## src/sv/dmd_pkg.sv

```systemverilog
// Shared types and constants for the delimited message deframer.
`timescale 1ns / 1ps
`default_nettype none
package dmd_pkg;

  // Marker strings; the leftmost character is the oldest byte on the wire
  localparam int START_LEN = 11;
  localparam int END_LEN   = 9;
  localparam logic [8*START_LEN-1:0] START_MARK = {"|MSG_", "START|"};
  localparam logic [8*END_LEN-1:0]   END_MARK   = "|MSG_END|";

  // Holdback fill counter and payload counter
  localparam int FILL_W  = 4;
  localparam int COUNT_W = 12;
  localparam logic [COUNT_W-1:0] MAX_PAYLOAD = 12'd2048;

  // Command queue between front and back
  localparam int FIFO_DEPTH = 4;
  localparam int FIFO_AW    = 2;

  typedef struct packed {
    logic [7:0] data_byte;
    logic       flush;
  } in_item_t;

  typedef struct packed {
    logic [7:0] payload_byte;
    logic       byte_valid;
    logic       frame_end;
    logic       overflow;
  } out_item_t;

  // Classification of one in-frame byte
  typedef enum logic [2:0] {
    K_HOLD,      // byte enters holdback, nothing released
    K_PASS,      // oldest held byte released as payload
    K_END,       // end marker complete, empty payload
    K_END_PASS,  // end marker complete, last payload byte released
    K_OVERFLOW   // frame too long, dropped
  } cmd_kind_t;

  typedef struct packed {
    cmd_kind_t  kind;
    logic [7:0] data_byte;
  } cmd_t;

  // Queue head as seen by the back end
  typedef struct packed {
    logic valid;
    cmd_t cmd;
  } cmd_head_t;

endpackage
`default_nettype wire

```

## src/sv/dmd_front.sv

```systemverilog
// Front end: marker hunting, frame tracking and byte classification.
`timescale 1ns / 1ps
`default_nettype none
module dmd_front (
  input  wire logic             clk,
  input  wire logic             rst,
  input  wire logic             accept,
  input  wire dmd_pkg::in_item_t item,
  output dmd_pkg::cmd_t         cmd,
  output logic                  push
);
  import dmd_pkg::*;

  logic [8*START_LEN-1:0] history;
  logic [8*START_LEN-1:0] history_next;
  logic                   in_frame;
  logic                   in_frame_next;
  logic [FILL_W-1:0]      fill;
  logic [FILL_W-1:0]      fill_next;
  logic [COUNT_W-1:0]     count;
  logic [COUNT_W-1:0]     count_next;
  logic                   release_byte;

  // Classification of the current byte
  always_comb begin
    history_next  = {history[8*START_LEN-9:0], item.data_byte};
    in_frame_next = in_frame;
    fill_next     = fill;
    count_next    = count;
    release_byte  = 1'b0;
    push          = 1'b0;
    cmd.kind      = K_HOLD;
    cmd.data_byte = item.data_byte;
    if (item.flush) begin
      history_next  = '0;
      in_frame_next = 1'b0;
      fill_next     = '0;
      count_next    = '0;
    end else if (!in_frame) begin
      if (history_next == START_MARK) begin
        in_frame_next = 1'b1;
        fill_next     = '0;
        count_next    = '0;
      end
    end else begin
      push         = accept;
      release_byte = (fill == FILL_W'(END_LEN));
      fill_next    = release_byte ? FILL_W'(END_LEN) : fill + FILL_W'(1);
      if (release_byte && count >= MAX_PAYLOAD) begin
        cmd.kind      = K_OVERFLOW;
        in_frame_next = 1'b0;
        fill_next     = '0;
        count_next    = '0;
      end else begin
        count_next = release_byte ? count + COUNT_W'(1) : count;
        // holdback equals the newest END_LEN bytes once it is full
        if (fill_next == FILL_W'(END_LEN) && history_next[8*END_LEN-1:0] == END_MARK) begin
          cmd.kind      = release_byte ? K_END_PASS : K_END;
          in_frame_next = 1'b0;
          fill_next     = '0;
          count_next    = '0;
        end else begin
          cmd.kind = release_byte ? K_PASS : K_HOLD;
        end
      end
    end
  end

  // Frame state
  always_ff @(posedge clk) begin
    if (rst) begin
      history  <= '0;
      in_frame <= 1'b0;
      fill     <= '0;
      count    <= '0;
    end else if (accept) begin
      history  <= history_next;
      in_frame <= in_frame_next;
      fill     <= fill_next;
      count    <= count_next;
    end
  end

  a_fill_range: assert property (@(posedge clk) disable iff (rst)
    fill <= FILL_W'(END_LEN))
    else $error("holdback fill beyond line length");
  a_fill_idle: assert property (@(posedge clk) disable iff (rst)
    !in_frame |-> (fill == '0 && count == '0))
    else $error("frame counters not cleared outside a frame");

endmodule
`default_nettype wire

```

## src/sv/dmd_cmd_fifo.sv

```systemverilog
// Short command queue between front end and back end.
`timescale 1ns / 1ps
`default_nettype none
module dmd_cmd_fifo (
  input  wire logic          clk,
  input  wire logic          rst,
  input  wire logic          push,
  input  wire dmd_pkg::cmd_t wr_cmd,
  input  wire logic          pop,
  output dmd_pkg::cmd_head_t head,
  output logic               full
);
  import dmd_pkg::*;

  cmd_t               mem [FIFO_DEPTH];
  logic [FIFO_AW-1:0] wr_ptr;
  logic [FIFO_AW-1:0] rd_ptr;
  logic [FIFO_AW:0]   count;

  assign full       = (count == (FIFO_AW+1)'(FIFO_DEPTH));
  assign head.valid = (count != '0);
  assign head.cmd   = mem[rd_ptr];

  // Entry storage
  always_ff @(posedge clk) begin
    if (push) begin
      mem[wr_ptr] <= wr_cmd;
    end
  end

  // Pointers and occupancy
  always_ff @(posedge clk) begin
    if (rst) begin
      wr_ptr <= '0;
      rd_ptr <= '0;
      count  <= '0;
    end else begin
      if (push) begin
        wr_ptr <= wr_ptr + FIFO_AW'(1);
      end
      if (pop) begin
        rd_ptr <= rd_ptr + FIFO_AW'(1);
      end
      if (push && !pop) begin
        count <= count + (FIFO_AW+1)'(1);
      end else if (pop && !push) begin
        count <= count - (FIFO_AW+1)'(1);
      end
    end
  end

  a_no_overrun: assert property (@(posedge clk) disable iff (rst)
    full |-> !push)
    else $error("command queue overrun");
  a_no_underrun: assert property (@(posedge clk) disable iff (rst)
    pop |-> head.valid)
    else $error("command queue underrun");

endmodule
`default_nettype wire

```

## src/sv/dmd_back.sv

```systemverilog
// Back end: holdback line, payload release and output register.
`timescale 1ns / 1ps
`default_nettype none
module dmd_back (
  input  wire logic               clk,
  input  wire logic               rst,
  input  wire dmd_pkg::cmd_head_t head,
  output logic                    pop,
  output logic                    res_valid,
  input  wire logic               res_stall,
  output dmd_pkg::out_item_t      res_item
);
  import dmd_pkg::*;

  logic [8*END_LEN-1:0] holdback;
  logic [7:0]           oldest;
  logic                 emit;
  out_item_t            res_next;

  assign oldest = holdback[8*END_LEN-1 -: 8];

  // Take a command when its result has somewhere to go; a hold command has no result and is always taken
  assign pop  = head.valid && (head.cmd.kind == K_HOLD || !res_valid || !res_stall);
  assign emit = pop && (head.cmd.kind != K_HOLD);

  // Result for the command at the queue head
  always_comb begin
    res_next = '0;
    unique case (head.cmd.kind)
      K_HOLD: res_next = '0;
      K_PASS: begin
        res_next.payload_byte = oldest;
        res_next.byte_valid   = 1'b1;
      end
      K_END: res_next.frame_end = 1'b1;
      K_END_PASS: begin
        res_next.payload_byte = oldest;
        res_next.byte_valid   = 1'b1;
        res_next.frame_end    = 1'b1;
      end
      K_OVERFLOW: res_next.overflow = 1'b1;
      default: res_next = '0;
    endcase
  end

  // Holdback line and result payload
  always_ff @(posedge clk) begin
    if (pop) begin
      holdback <= {holdback[8*END_LEN-9:0], head.cmd.data_byte};
    end
    if (emit) begin
      res_item <= res_next;
    end
  end

  // Output valid
  always_ff @(posedge clk) begin
    if (rst) begin
      res_valid <= 1'b0;
    end else if (emit) begin
      res_valid <= 1'b1;
    end else if (!res_stall) begin
      res_valid <= 1'b0;
    end
  end

  a_overflow_alone: assert property (@(posedge clk) disable iff (rst)
    (res_valid && res_item.overflow) |-> (!res_item.byte_valid && !res_item.frame_end))
    else $error("overflow result carries payload or frame end");
  a_result_nonempty: assert property (@(posedge clk) disable iff (rst)
    res_valid |-> (res_item.byte_valid || res_item.frame_end || res_item.overflow))
    else $error("empty result presented");

endmodule
`default_nettype wire

```

## src/sv/delimited_message_deframer_core.sv

```systemverilog
// Top level of the delimited message deframer.
// A byte pushed out of holdback passes the command queue, then the output register.
// One stream byte per cycle unless the queue is full; classification is combinational.
// A 4-entry command queue decouples the front end from the output register stall.
// Reset (rst, synchronous): history, frame state, queue and output valid clear.
`timescale 1ns / 1ps
`default_nettype none
module delimited_message_deframer_core (
  input  wire logic               clk,
  input  wire logic               rst,
  input  wire logic               stream_valid,
  output logic                    stream_stall,
  input  wire dmd_pkg::in_item_t  stream_item,
  output logic                    msg_valid,
  input  wire logic               msg_stall,
  output dmd_pkg::out_item_t      msg_item
);
  import dmd_pkg::*;

  logic      accept;
  logic      push;
  logic      pop;
  logic      full;
  cmd_t      cmd;
  cmd_head_t head;

  assign stream_stall = full;
  assign accept       = stream_valid && !full;

  dmd_front u_front (
    .clk    (clk),
    .rst    (rst),
    .accept (accept),
    .item   (stream_item),
    .cmd    (cmd),
    .push   (push)
  );

  dmd_cmd_fifo u_fifo (
    .clk    (clk),
    .rst    (rst),
    .push   (push),
    .wr_cmd (cmd),
    .pop    (pop),
    .head   (head),
    .full   (full)
  );

  dmd_back u_back (
    .clk       (clk),
    .rst       (rst),
    .head      (head),
    .pop       (pop),
    .res_valid (msg_valid),
    .res_stall (msg_stall),
    .res_item  (msg_item)
  );

endmodule
`default_nettype wire

```

## config.mk

```make
export PLATFORM = sky130hd
export DESIGN_NAME = delimited_message_deframer_core
export DESIGN_NICKNAME = d
export VERILOG_FILES = /design/src/sv/dmd_pkg.sv /design/src/sv/dmd_front.sv /design/src/sv/dmd_cmd_fifo.sv /design/src/sv/dmd_back.sv /design/src/sv/delimited_message_deframer_core.sv
export SDC_FILE = /design/constraint.sdc
export NUM_CORES = 1
export LEC_CHECK = 0
export BUFFER_PORTS_ARGS = -buffer_cell sky130_fd_sc_hd__buf_4
export CAP_MARGIN = 40
export CORE_ASPECT_RATIO = 1.2
export CORE_UTILIZATION = 55
export DETAILED_ROUTE_END_ITERATION = 10
export MAX_ROUTING_LAYER = met4
export PLACE_DENSITY = 0.87
export SETUP_SLACK_MARGIN = 0.15
export SLEW_MARGIN = 20
export SYNTH_ARGS = -nofsm -noshare
export SYNTH_HDL_FRONTEND = slang
export SYNTH_SLANG_ARGS = --single-unit
```

## constraint.sdc

```tcl
create_clock -name clk -period 4.8 [get_ports clk]
set_clock_uncertainty 0.15 [all_clocks]
set_input_delay 0.96 -clock clk [delete_from_list [all_inputs] [get_ports clk]]
set_output_delay 0.96 -clock clk [all_outputs]
set_load 0.02 [all_outputs]
```

Yosys cells after proc, flatten, opt, wreduce, memory -nomap -nowiden
Memory sizes are Yosys's and may differ from the RTL's. A register that Yosys moved wholly into a read port is not among the register bits.
Index checks and enable logic that the tools add are counted.
- register bits: 188
- memory bits (writable): 44
- input port bits: 13
- logic and storage cells: 92
- memories kept: 1
- memories (memory ; words ; width ; rd ports ; clocked after memory_dff ; write ports ; RTL line ; source):
    u_fifo.mem ; 4 ; 11 ; 1 ; 1 ; 1 ; dmd_cmd_fifo.sv:15 ; cmd_t mem [FIFO_DEPTH];
- add/sub/neg operators: 6
- order comparisons: 1
- equal/unequal tests: 11
- muxes and demuxes: 37
- reduce and logical (&&, ||, !) cells: 23
- operator list (operator ; number):
    $eq A88 B87 Y1 const B ; 1
    $mux W80 ; 1
    $eq A72 B71 Y1 const B ; 1
    $mux W12 ; 6
    $mux W4 ; 6
    $mux W3 ; 6
    $mux W1 ; 16
    $add A12 B1 Y12 const B ; 1
    $ge A12 B12 Y1 const B ; 1
    $reduce_bool A3 Y1 ; 3
    $eq A4 B4 Y1 const B ; 2
    $logic_and A1 B1 Y1 ; 7
    $eq A3 B2 Y1 const B ; 2
    $eq A3 B3 Y1 const B ; 2
    $logic_not A1 Y1 ; 5
    $ne A5 B5 Y1 const B ; 1
    $add A2 B1 Y2 const B ; 2
    $add A4 B1 Y4 const B ; 1
    $mux W2 ; 2
    $reduce_or A2 Y1 ; 2
    $add A3 B1 Y3 const B ; 1
    $eq A3 B1 Y1 const B ; 1
    $logic_not A3 Y1 ; 1
    $reduce_and A3 Y1 ; 1
    5 further kinds ; 6

Longest topological paths before layout
Gate-level depths: netlist of run 1.
- word-level depth: 9
- depth in mapped cells: 11

Hierarchy
From an unflattened synthesis of run 1, not the netlist that was laid out.
- cell total of the unflattened synthesis: 810
- area, all modules: 9155.0 sq um
- by module, submodules not included (module ; instances ; cells an instance ; area each (sq um) ; seq. area each (sq um)):
    dmd_front ; 1 ; 606 ; 4491.8 ; 1941.9
    dmd_back ; 1 ; 102 ; 2630.0 ; 2512.4
    dmd_cmd_fifo ; 1 ; 101 ; 2019.4 ; 1501.4
    delimited_message_deframer_core ; 1 ; 1 ; 13.8 ; 0.0

Worst setup path before layout of run 1
No wires, ideal clock.
- path kind: reg-to-reg
- from: reg with a tool-made name
- to: reg u_fifo.count[2]
- arrival time: 4.736 ns
- data required time: 4.580 ns
- slack: -0.156 ns
- stages on the path, launching flop included: 12
- period minus slack after synthesis: 4.956 ns
- cell sequence: dfxtp_1 > buf_1 > mux4_2 > nor3_1 > o32a_1 > inv_1 > ha_1 > inv_1 > fa_1 > xor2_1 > or3_1 > a21oi_1
- RTL lines (element ; RTL line ; source):
    to (signal assigned) ; dmd_cmd_fifo.sv:45 ; count <= count + (FIFO_AW+1)'(1);
    to (signal assigned) ; dmd_cmd_fifo.sv:47 ; count <= count - (FIFO_AW+1)'(1);
    to (decl) ; dmd_cmd_fifo.sv:18 ; logic [FIFO_AW:0] count;

Final worst setup path of run 1
- from: in stream_item[2] (netlist bit)
- to: reg u_front.count[3]
- cells in the longest elaborated chain, start to end: 6
- ends and longest elaborated chain (element ; RTL line ; source):
    from (decl) ; delimited_message_deframer_core.sv:13 ; input wire dmd_pkg::in_item_t stream_item,
    $eq A72 B71 Y1 ; dmd_front.sv:57 ; if (fill_next == FILL_W'(END_LEN) && history_next[8*END_LEN-1:0] == END_MARK) begin
    $logic_and A1 B1 Y1 ; dmd_front.sv:57 ;
    $mux W12 ; dmd_front.sv:57 ;
    $mux W12 ; dmd_front.sv:49 ; if (release_byte && count >= MAX_PAYLOAD) begin
    $mux W12 ; dmd_front.sv:39 ; end else if (!in_frame) begin
    $mux W12 ; dmd_front.sv:34 ; if (item.flush) begin
    to (signal assigned) ; dmd_front.sv:80 ; count <= count_next;
    to (decl) ; dmd_front.sv:20 ; logic [COUNT_W-1:0] count;
Parallel ways exist; a longest one is shown, timed or not.
A chain may end at the register's enable or synchronous reset.

==> results of run 1 <==
sequential cells by signal, summed over array words and instances (netlist names), named ones only:
name,cells
u_fifo.wr_ptr,2
u_front.history,80
u_back.res_valid,1
u_front.fill,4
u_back.res_item,11
u_fifo.rd_ptr,2
u_front.count,12
u_back.holdback,72
u_fifo.mem,44
u_front.in_frame,1
u_fifo.count,3
metal layers:
metal,global-route usage,vias up
met4,0.0893,0
met1,0.251,2744
li1,-,2701
met3,0.0313,45
met2,0.350,233
met5,-,-
worst max-delay path, stage by stage:
cell and delay [ns]:
sky130_fd_sc_hd__buf_4 0.13, sky130_fd_sc_hd__nor4bb_1 0.45, sky130_fd_sc_hd__nand4_1 0.15, sky130_fd_sc_hd__or4_1 0.73, sky130_fd_sc_hd__o21ai_1 0.60, sky130_fd_sc_hd__nor2_1 0.27, sky130_fd_sc_hd__o211ai_1 0.24, sky130_fd_sc_hd__o31ai_1 0.14
per-stage QoR:
stage	utilization	hold slack, ns	setup WS, ns
2_1_floorplan	-	0.250	0.784
3_3_place_gp	0.590	0.251	1.02
3_5_place_dp	0.591	0.255	0.852
4_1_cts	0.637	0.265	1.32
5_1_grt	0.641	0.273	1.24
6_report	0.641	0.266	1.34
cell families after synthesis:
kind of cell | Yosys count | share of synthesized area
xor+xnor | 5 | 0.00485
mux | 16 | 0.0330
simple gates | 282 | 0.186
fa+ha+maj | 8 | 0.0119
buf+inv | 56 | 0.0233
compound gates | 128 | 0.0816
flops | 234 | 0.660
layout by cell type, fill, tap and decap left out, drive strengths merged, types with 4 or more instances in the layout:
master / count
nor4b: 5
and4b: 6
and2: 11
nand2: 91
nand4: 6
clkbuf: 28
nand3: 8
a21oi: 90
mux2i: 5
inv: 10
o21ai: 13
and3: 11
dfxtp: 107
nor2: 20
o211ai: 5
edfxtp: 127
o31ai: 4
clkinv: 8
nor2b: 7
buf: 31
nand3b: 82
nor4bb: 6
nor3: 5
ha: 7
mux4: 11
nand4b: 4
power breakdown:
group | internal (W) | leakage (nW) | switching, W
Sequential | 0.00210 | 2.01 | 0.00000352
Clock | 0.00103 | 0.356 | 0.000713
Combinational | 0.0000295 | 0.873 | 0.0000583
area by class of cell:
class	instances	share of cell area
Sequential cell	234	0.587
Multi-Input combinational cell	439	0.283
Clock buffer	28	0.0575
Timing Repair Buffer	31	0.0289
Tap cell	208	0.0257
Clock inverter	12	0.0144
Inverter	10	0.00370
worst paths after layout:
path / startpoint / end / slack (ns) / cells after the start
setup / recovery: stream_item[2] / u_front.count[3]$_SDFFE_PP0P_ / 1.34 / 8
hold / removal: u_back.holdback[24]$_DFFE_PP_ / u_back.holdback[32]$_DFFE_PP_ / 0.27 / 0
setup reg to reg: flip-flop / u_fifo.count[2]$_SDFFE_PP0P_ / 1.58 / 10
hold reg to reg: u_back.holdback[24]$_DFFE_PP_ / u_back.holdback[32]$_DFFE_PP_ / 0.27 / 0
==> metrics, run 1 <==
total iterations of the first detailed-routing run=5; later-pin clock latency in the skew report=0.51 ns; clk sinks=around 230; Setup-failing EPs final=0; antenna violations before repair=0; Setup crit end kind=flip-flop; cell with the most instances after synthesis=sky130_fd_sc_hd__edfxtp_1; nets in the synthesized netlist=750; yosys synthesis warning count=0; global-route total usage across every layer=0.208; result of the run=completed; count of hold buffers inserted by post-cts repair=0; library cells used by synthesis=52; routed length on met3=a little over 900 um; worst slew pin tran=~0.77 ns; detail-routed via count per cell=5.95; Std-Cell Rows=50; via count of the first global-routing pass=5,536; fin cells=962; routed via count=~5,700; Initial Utilization=0.571; total DRC errors in the routed layout=0; number of max-cap violations=0; root buffer cell=sky130_fd_sc_hd__clkbuf_16; clock tree from TritonCTS=done; post-synth top area share=0.422; number of nets in the layout=around 760; cell leakage power=~3.2 nW; Starting DRT DRC Count=between 400 and 500; Post-Syn Area=9030 um^2; clock slew at the register clock pins of the worst setup and hold paths=approximately 0.060 ns; horizontal die dimension=~120 um; Primary FF master, synth=sky130_fd_sc_hd__edfxtp_1; most common library cells after synthesis=sky130_fd_sc_hd__edfxtp_1, sky130_fd_sc_hd__dfxtp_1, sky130_fd_sc_hd__nand2_1; share of flip-flops with an asynchronous set or reset=0; die height=approximately 140 um; # port buffers=25; largest net degree at the start of global routing=87; fin crit share=0.720; proportion of synthesized chip area in sequential cells=0.660; Final Cell Area=between 10,000 and 15,000 um^2; critical path class=primary input to flip-flop; Critical Path Start Type=primary input; met2 wire length=8420 um; Post-CTS Repair Setup Buffers=0; share of post-route cells with drive strength above 1=0.114; Bufs on Longest Clock Path=3; data arrival time of the critical path=about 3.7 ns; number of hold violations in the final report=0; antenna viol nets, final=0; number of enable flip-flop cells after synthesis=around 130; register area=5960 um^2; deepest level of the CTS H-tree=1; time the final worst path needs with I/O delays and setup=about 3.5 ns; DPL Wire Length=10,000 um; FF+latch count, synth=approximately 230; number of fill cells=roughly 1,100; worst supply voltage drop on vdd=between 0.0003 and 0.0004 V; Pins Over Slew Limit=0; upper clock frequency limit=a little under 300 MHz; detail-routed net length per standard cell=about 17 um; Rel. slew slack=0.487; global-route wire length before repair=about 27,000 um; final wirelength=between 15,000 and 20,000 um; Gates resized, CTS repair=0; area of the multi-input gates=roughly 2900 um^2; synth top area cells=sky130_fd_sc_hd__edfxtp_1, sky130_fd_sc_hd__dfxtp_1, sky130_fd_sc_hd__nand3b_1; Data required, critical path=approximately 5 ns; Final Total Pwr=0.00393 W; ANT cells=0; remaining global-route overflow=0; weighted congestion reported at the end of routability-driven placement=between 0.8 and 0.9; area inside the core boundary=about 16,000 um^2; number of buffers inserted during clock tree synthesis=22; placed cell areas=roughly 9400 um^2; WL met1=~7000 um; RSZ-0062 raised after global routing=no; Post-Synthesis Cells=729; leading area contributor after synthesis=sky130_fd_sc_hd__edfxtp_1; mean instance size in the synthesized netlist=~12 um^2; signed area change from the synthesized netlist to the final layout=12.3%; Power Density=387 nW/um^2; Setup TNS=0 ns; biggest fanout along the worst timing path=8; total instance count after detailed placement=a little over 900; Highest Signal Layer=met4; # IOs=26; worst hold path class=flip-flop to flip-flop; die outline area=roughly 17,000 um^2
(Power assumes the default switching activity.)
==> run 2: changes to the inputs <==
PLACE_DENSITY = 0.84   (was 0.87)
clock period = 3.3 ns   (was 4.8 ns; I/O delays follow)
==> run 2 against run 1 <==
  * Wire length rose by 3.9%
  * Clock power grew 52%
  * Global-route usage increased by 0.93 points
  * Via count up 0.42%
  * Count of clock-buffer cells in the layout shrank 1
  * Core utilization grew 0.78 points
  * Critical endpoint is now u_front.count[4]$_SDFFE_PP0P_
==> metrics, run 2 (synthesis gave the netlist of run 1 again) <==
result of the run=completed (unchanged); clk sinks=234 (unchanged); highest cell delay on the worst timing path=0.56 ns (was 0.73 ns); worst-case hold slack=0.213 ns (was 0.266 ns); worst slew pin tran=0.792 ns (was 0.770 ns); Setup crit end kind=flip-flop (unchanged); count of hold buffers inserted by post-cts repair=0 (unchanged); time the final worst path needs with I/O delays and setup=3.03 ns; Rel. slew slack=0.472 (was 0.487); Min-Delay Startpoint=stream_item[7] (was u_back.holdback[24]$_DFFE_PP_); global-route wire length before repair=28,100 um (was 27,400 um); signed area change from the synthesized netlist to the final layout=13.7% (was 12.3%); final core area utilization=0.649 (was 0.641); final wirelength=17,500 um (was 16,800 um); Std-Cell Rows=50 (unchanged); share of post-route cells with drive strength above 1=0.135 (was 0.114); die height=142 um (unchanged); biggest fanout along the worst timing path=8 (unchanged); registers with the most flip-flops=u_front.history x80, u_back.holdback x72, u_fifo.mem x44 (unchanged); ANT cells=0 (unchanged); Power Density=568 nW/um^2 (was 387 nW/um^2); Crit-path slowest cell=sky130_fd_sc_hd__or4_1 (unchanged); antenna violations before repair=0 (unchanged); launch point of the worst reg-to-reg path=u_front.history[10]$_SDFFE_PP0P_; cell leakage power=3.30 nW (was 3.24 nW); deepest level of the CTS H-tree=1 (unchanged); global-route total usage across every layer=0.217 (was 0.208); later-pin clock latency in the skew report=0.52 ns (was 0.51 ns); antenna viol nets, final=0 (unchanged); # port buffers=25 (unchanged); critical path, cell by cell=or4b_1 -> or4_1 -> or3_1 -> o22ai_4 -> o31ai_2 -> o211ai_1 -> o31ai_1 (was buf_4 -> nor4bb_1 -> nand4_1 -> or4_1 -> o21ai_1 -> nor2_1 -> o211ai_1 -> o31ai_1); upper clock frequency limit=330 MHz; placed cell areas=9430 um^2 (was 9360 um^2); Setup-failing EPs final=0 (unchanged); remaining global-route overflow=0 (unchanged); routed via count=5,747 (was 5,723); detail-routed via count per cell=5.91 (was 5.95); Post-CTS Repair Setup Buffers=0 (unchanged); commonest non-fill, non-tap cells in the layout=sky130_fd_sc_hd__edfxtp_1, sky130_fd_sc_hd__dfxtp_1, sky130_fd_sc_hd__nand2_1, sky130_fd_sc_hd__a21oi_1, sky130_fd_sc_hd__nand3b_1 (unchanged); die outline area=16,900 um^2 (unchanged); clock tree from TritonCTS=done (unchanged); area inside the core boundary=15,800 um^2 (unchanged); worst hold path class=primary input to flip-flop (was flip-flop to flip-flop); horizontal die dimension=119 um (unchanged); total DRC errors in the routed layout=0 (unchanged); register with the most flip-flops=u_front.history (unchanged); Data required, critical path=3.53 ns (was 5.02 ns); number of max-cap violations=0 (unchanged); fin crit share=0.919; number of buffers inserted during clock tree synthesis=23 (was 22); Critical Path Start Type=flip-flop (was primary input); detail-routed net length per standard cell=18.0 um (was 17.5 um); Final Cell Area=10,300 um^2 (was 10,100 um^2); Starting DRT DRC Count=444 (was 464); number of hold violations in the final report=0 (unchanged); weighted congestion reported at the end of routability-driven placement=0.829 (was 0.842); clock slew at the register clock pins of the worst setup and hold paths=0.06 ns (about the same); via count of the first global-routing pass=5,660 (was 5,536); Initial Utilization=0.571 (unchanged); critical path class=flip-flop to flip-flop (was primary input to flip-flop); # IOs=26 (unchanged); Pins Over Slew Limit=0 (unchanged); total iterations of the first detailed-routing run=5 (unchanged); RSZ-0062 raised after global routing=no (unchanged); root buffer cell=sky130_fd_sc_hd__clkbuf_16 (unchanged); DPL Wire Length=10,700 um (was 10,000 um); max FFs per register=80 (unchanged); Gates resized, CTS repair=0 (unchanged); Bufs on Longest Clock Path=3 (unchanged); largest net degree at the start of global routing=86 (was 87); number of nets in the layout=770 (was 759); worst supply voltage drop on vdd=0.000460 V (was 0.000334 V); most frequent standard cell in the layout excluding fill and tap cells=sky130_fd_sc_hd__edfxtp_1 (unchanged); critical path startpoint=u_front.history[10]$_SDFFE_PP0P_ (was stream_item[2]); data arrival time of the critical path=3.27 ns (was 3.68 ns)
==> run 2: critical path, delay by kind of cell, from the launching register on <==
kind             cells  cell delay (ns)
flip-flops           1             0.34
AND/OR/NAND/NOR      3             1.58
AO/OA/AOI/OAI        4             0.83
==> run 2: final cells by class <==
cell class | count | area, um^2
Clock inverter | 14 | 169
Inverter | 10 | 37.5
Clock buffer | 27 | 611
Multi-Input combinational cell | 439 | 2890
Sequential cell | 234 | 5960
Timing Repair Buffer | 41 | 348
Tap cell | 208 | 260
Fill cell | 1092 | 5560
==> run 2: final timing paths <==
| path | slack, ns | cells after the start | endpoint |
|---|---|---|---|
| max | 0.27 | 7 | u_front.count[4]$_SDFFE_PP0P_ |
| min | 0.21 | 1 | u_fifo.mem[2][6]$_DFFE_PP_ |
| max reg2reg | 0.27 | 7 | u_front.count[4]$_SDFFE_PP0P_ |
| min reg2reg | 0.27 | 0 | u_back.holdback[50]$_DFFE_PP_ |
==> run 2: per-stage QoR <==
stage	TNS, ns	power, W	worst slack (ns)	std cells
after floorplan	0	0.00320	0.192	729
after global placement	0	0.00324	0.111	930
after detailed placement	-0.127	0.00324	-0.0619	930
after CTS	0	0.00586	0.244	971
after global routing	0	0.00598	0.207	973
final	0	0.00583	0.269	973
==> run 2: per-layer routing <==
layer  up-vias  wire [um]  global-route usage
met5         -          0                   -
met4         0        463              0.0866
met3        39        912              0.0329
met2       188       9120               0.376
met1      2801       7000               0.256
li1       2719          -                   -
==> run 2: where the power goes <==
| part | switching [W] | total [W] | internal, W | leakage [nW] |
|---|---|---|---|---|
| Clock | 0.00108 | 0.00265 | 0.00157 | 0.376 |
| Combinational | 0.0000867 | 0.000129 | 0.0000418 | 0.919 |
| Sequential | 0.00000529 | 0.00306 | 0.00305 | 2.01 |
| Total | 0.00117 | 0.00583 | 0.00466 | 3.30 |
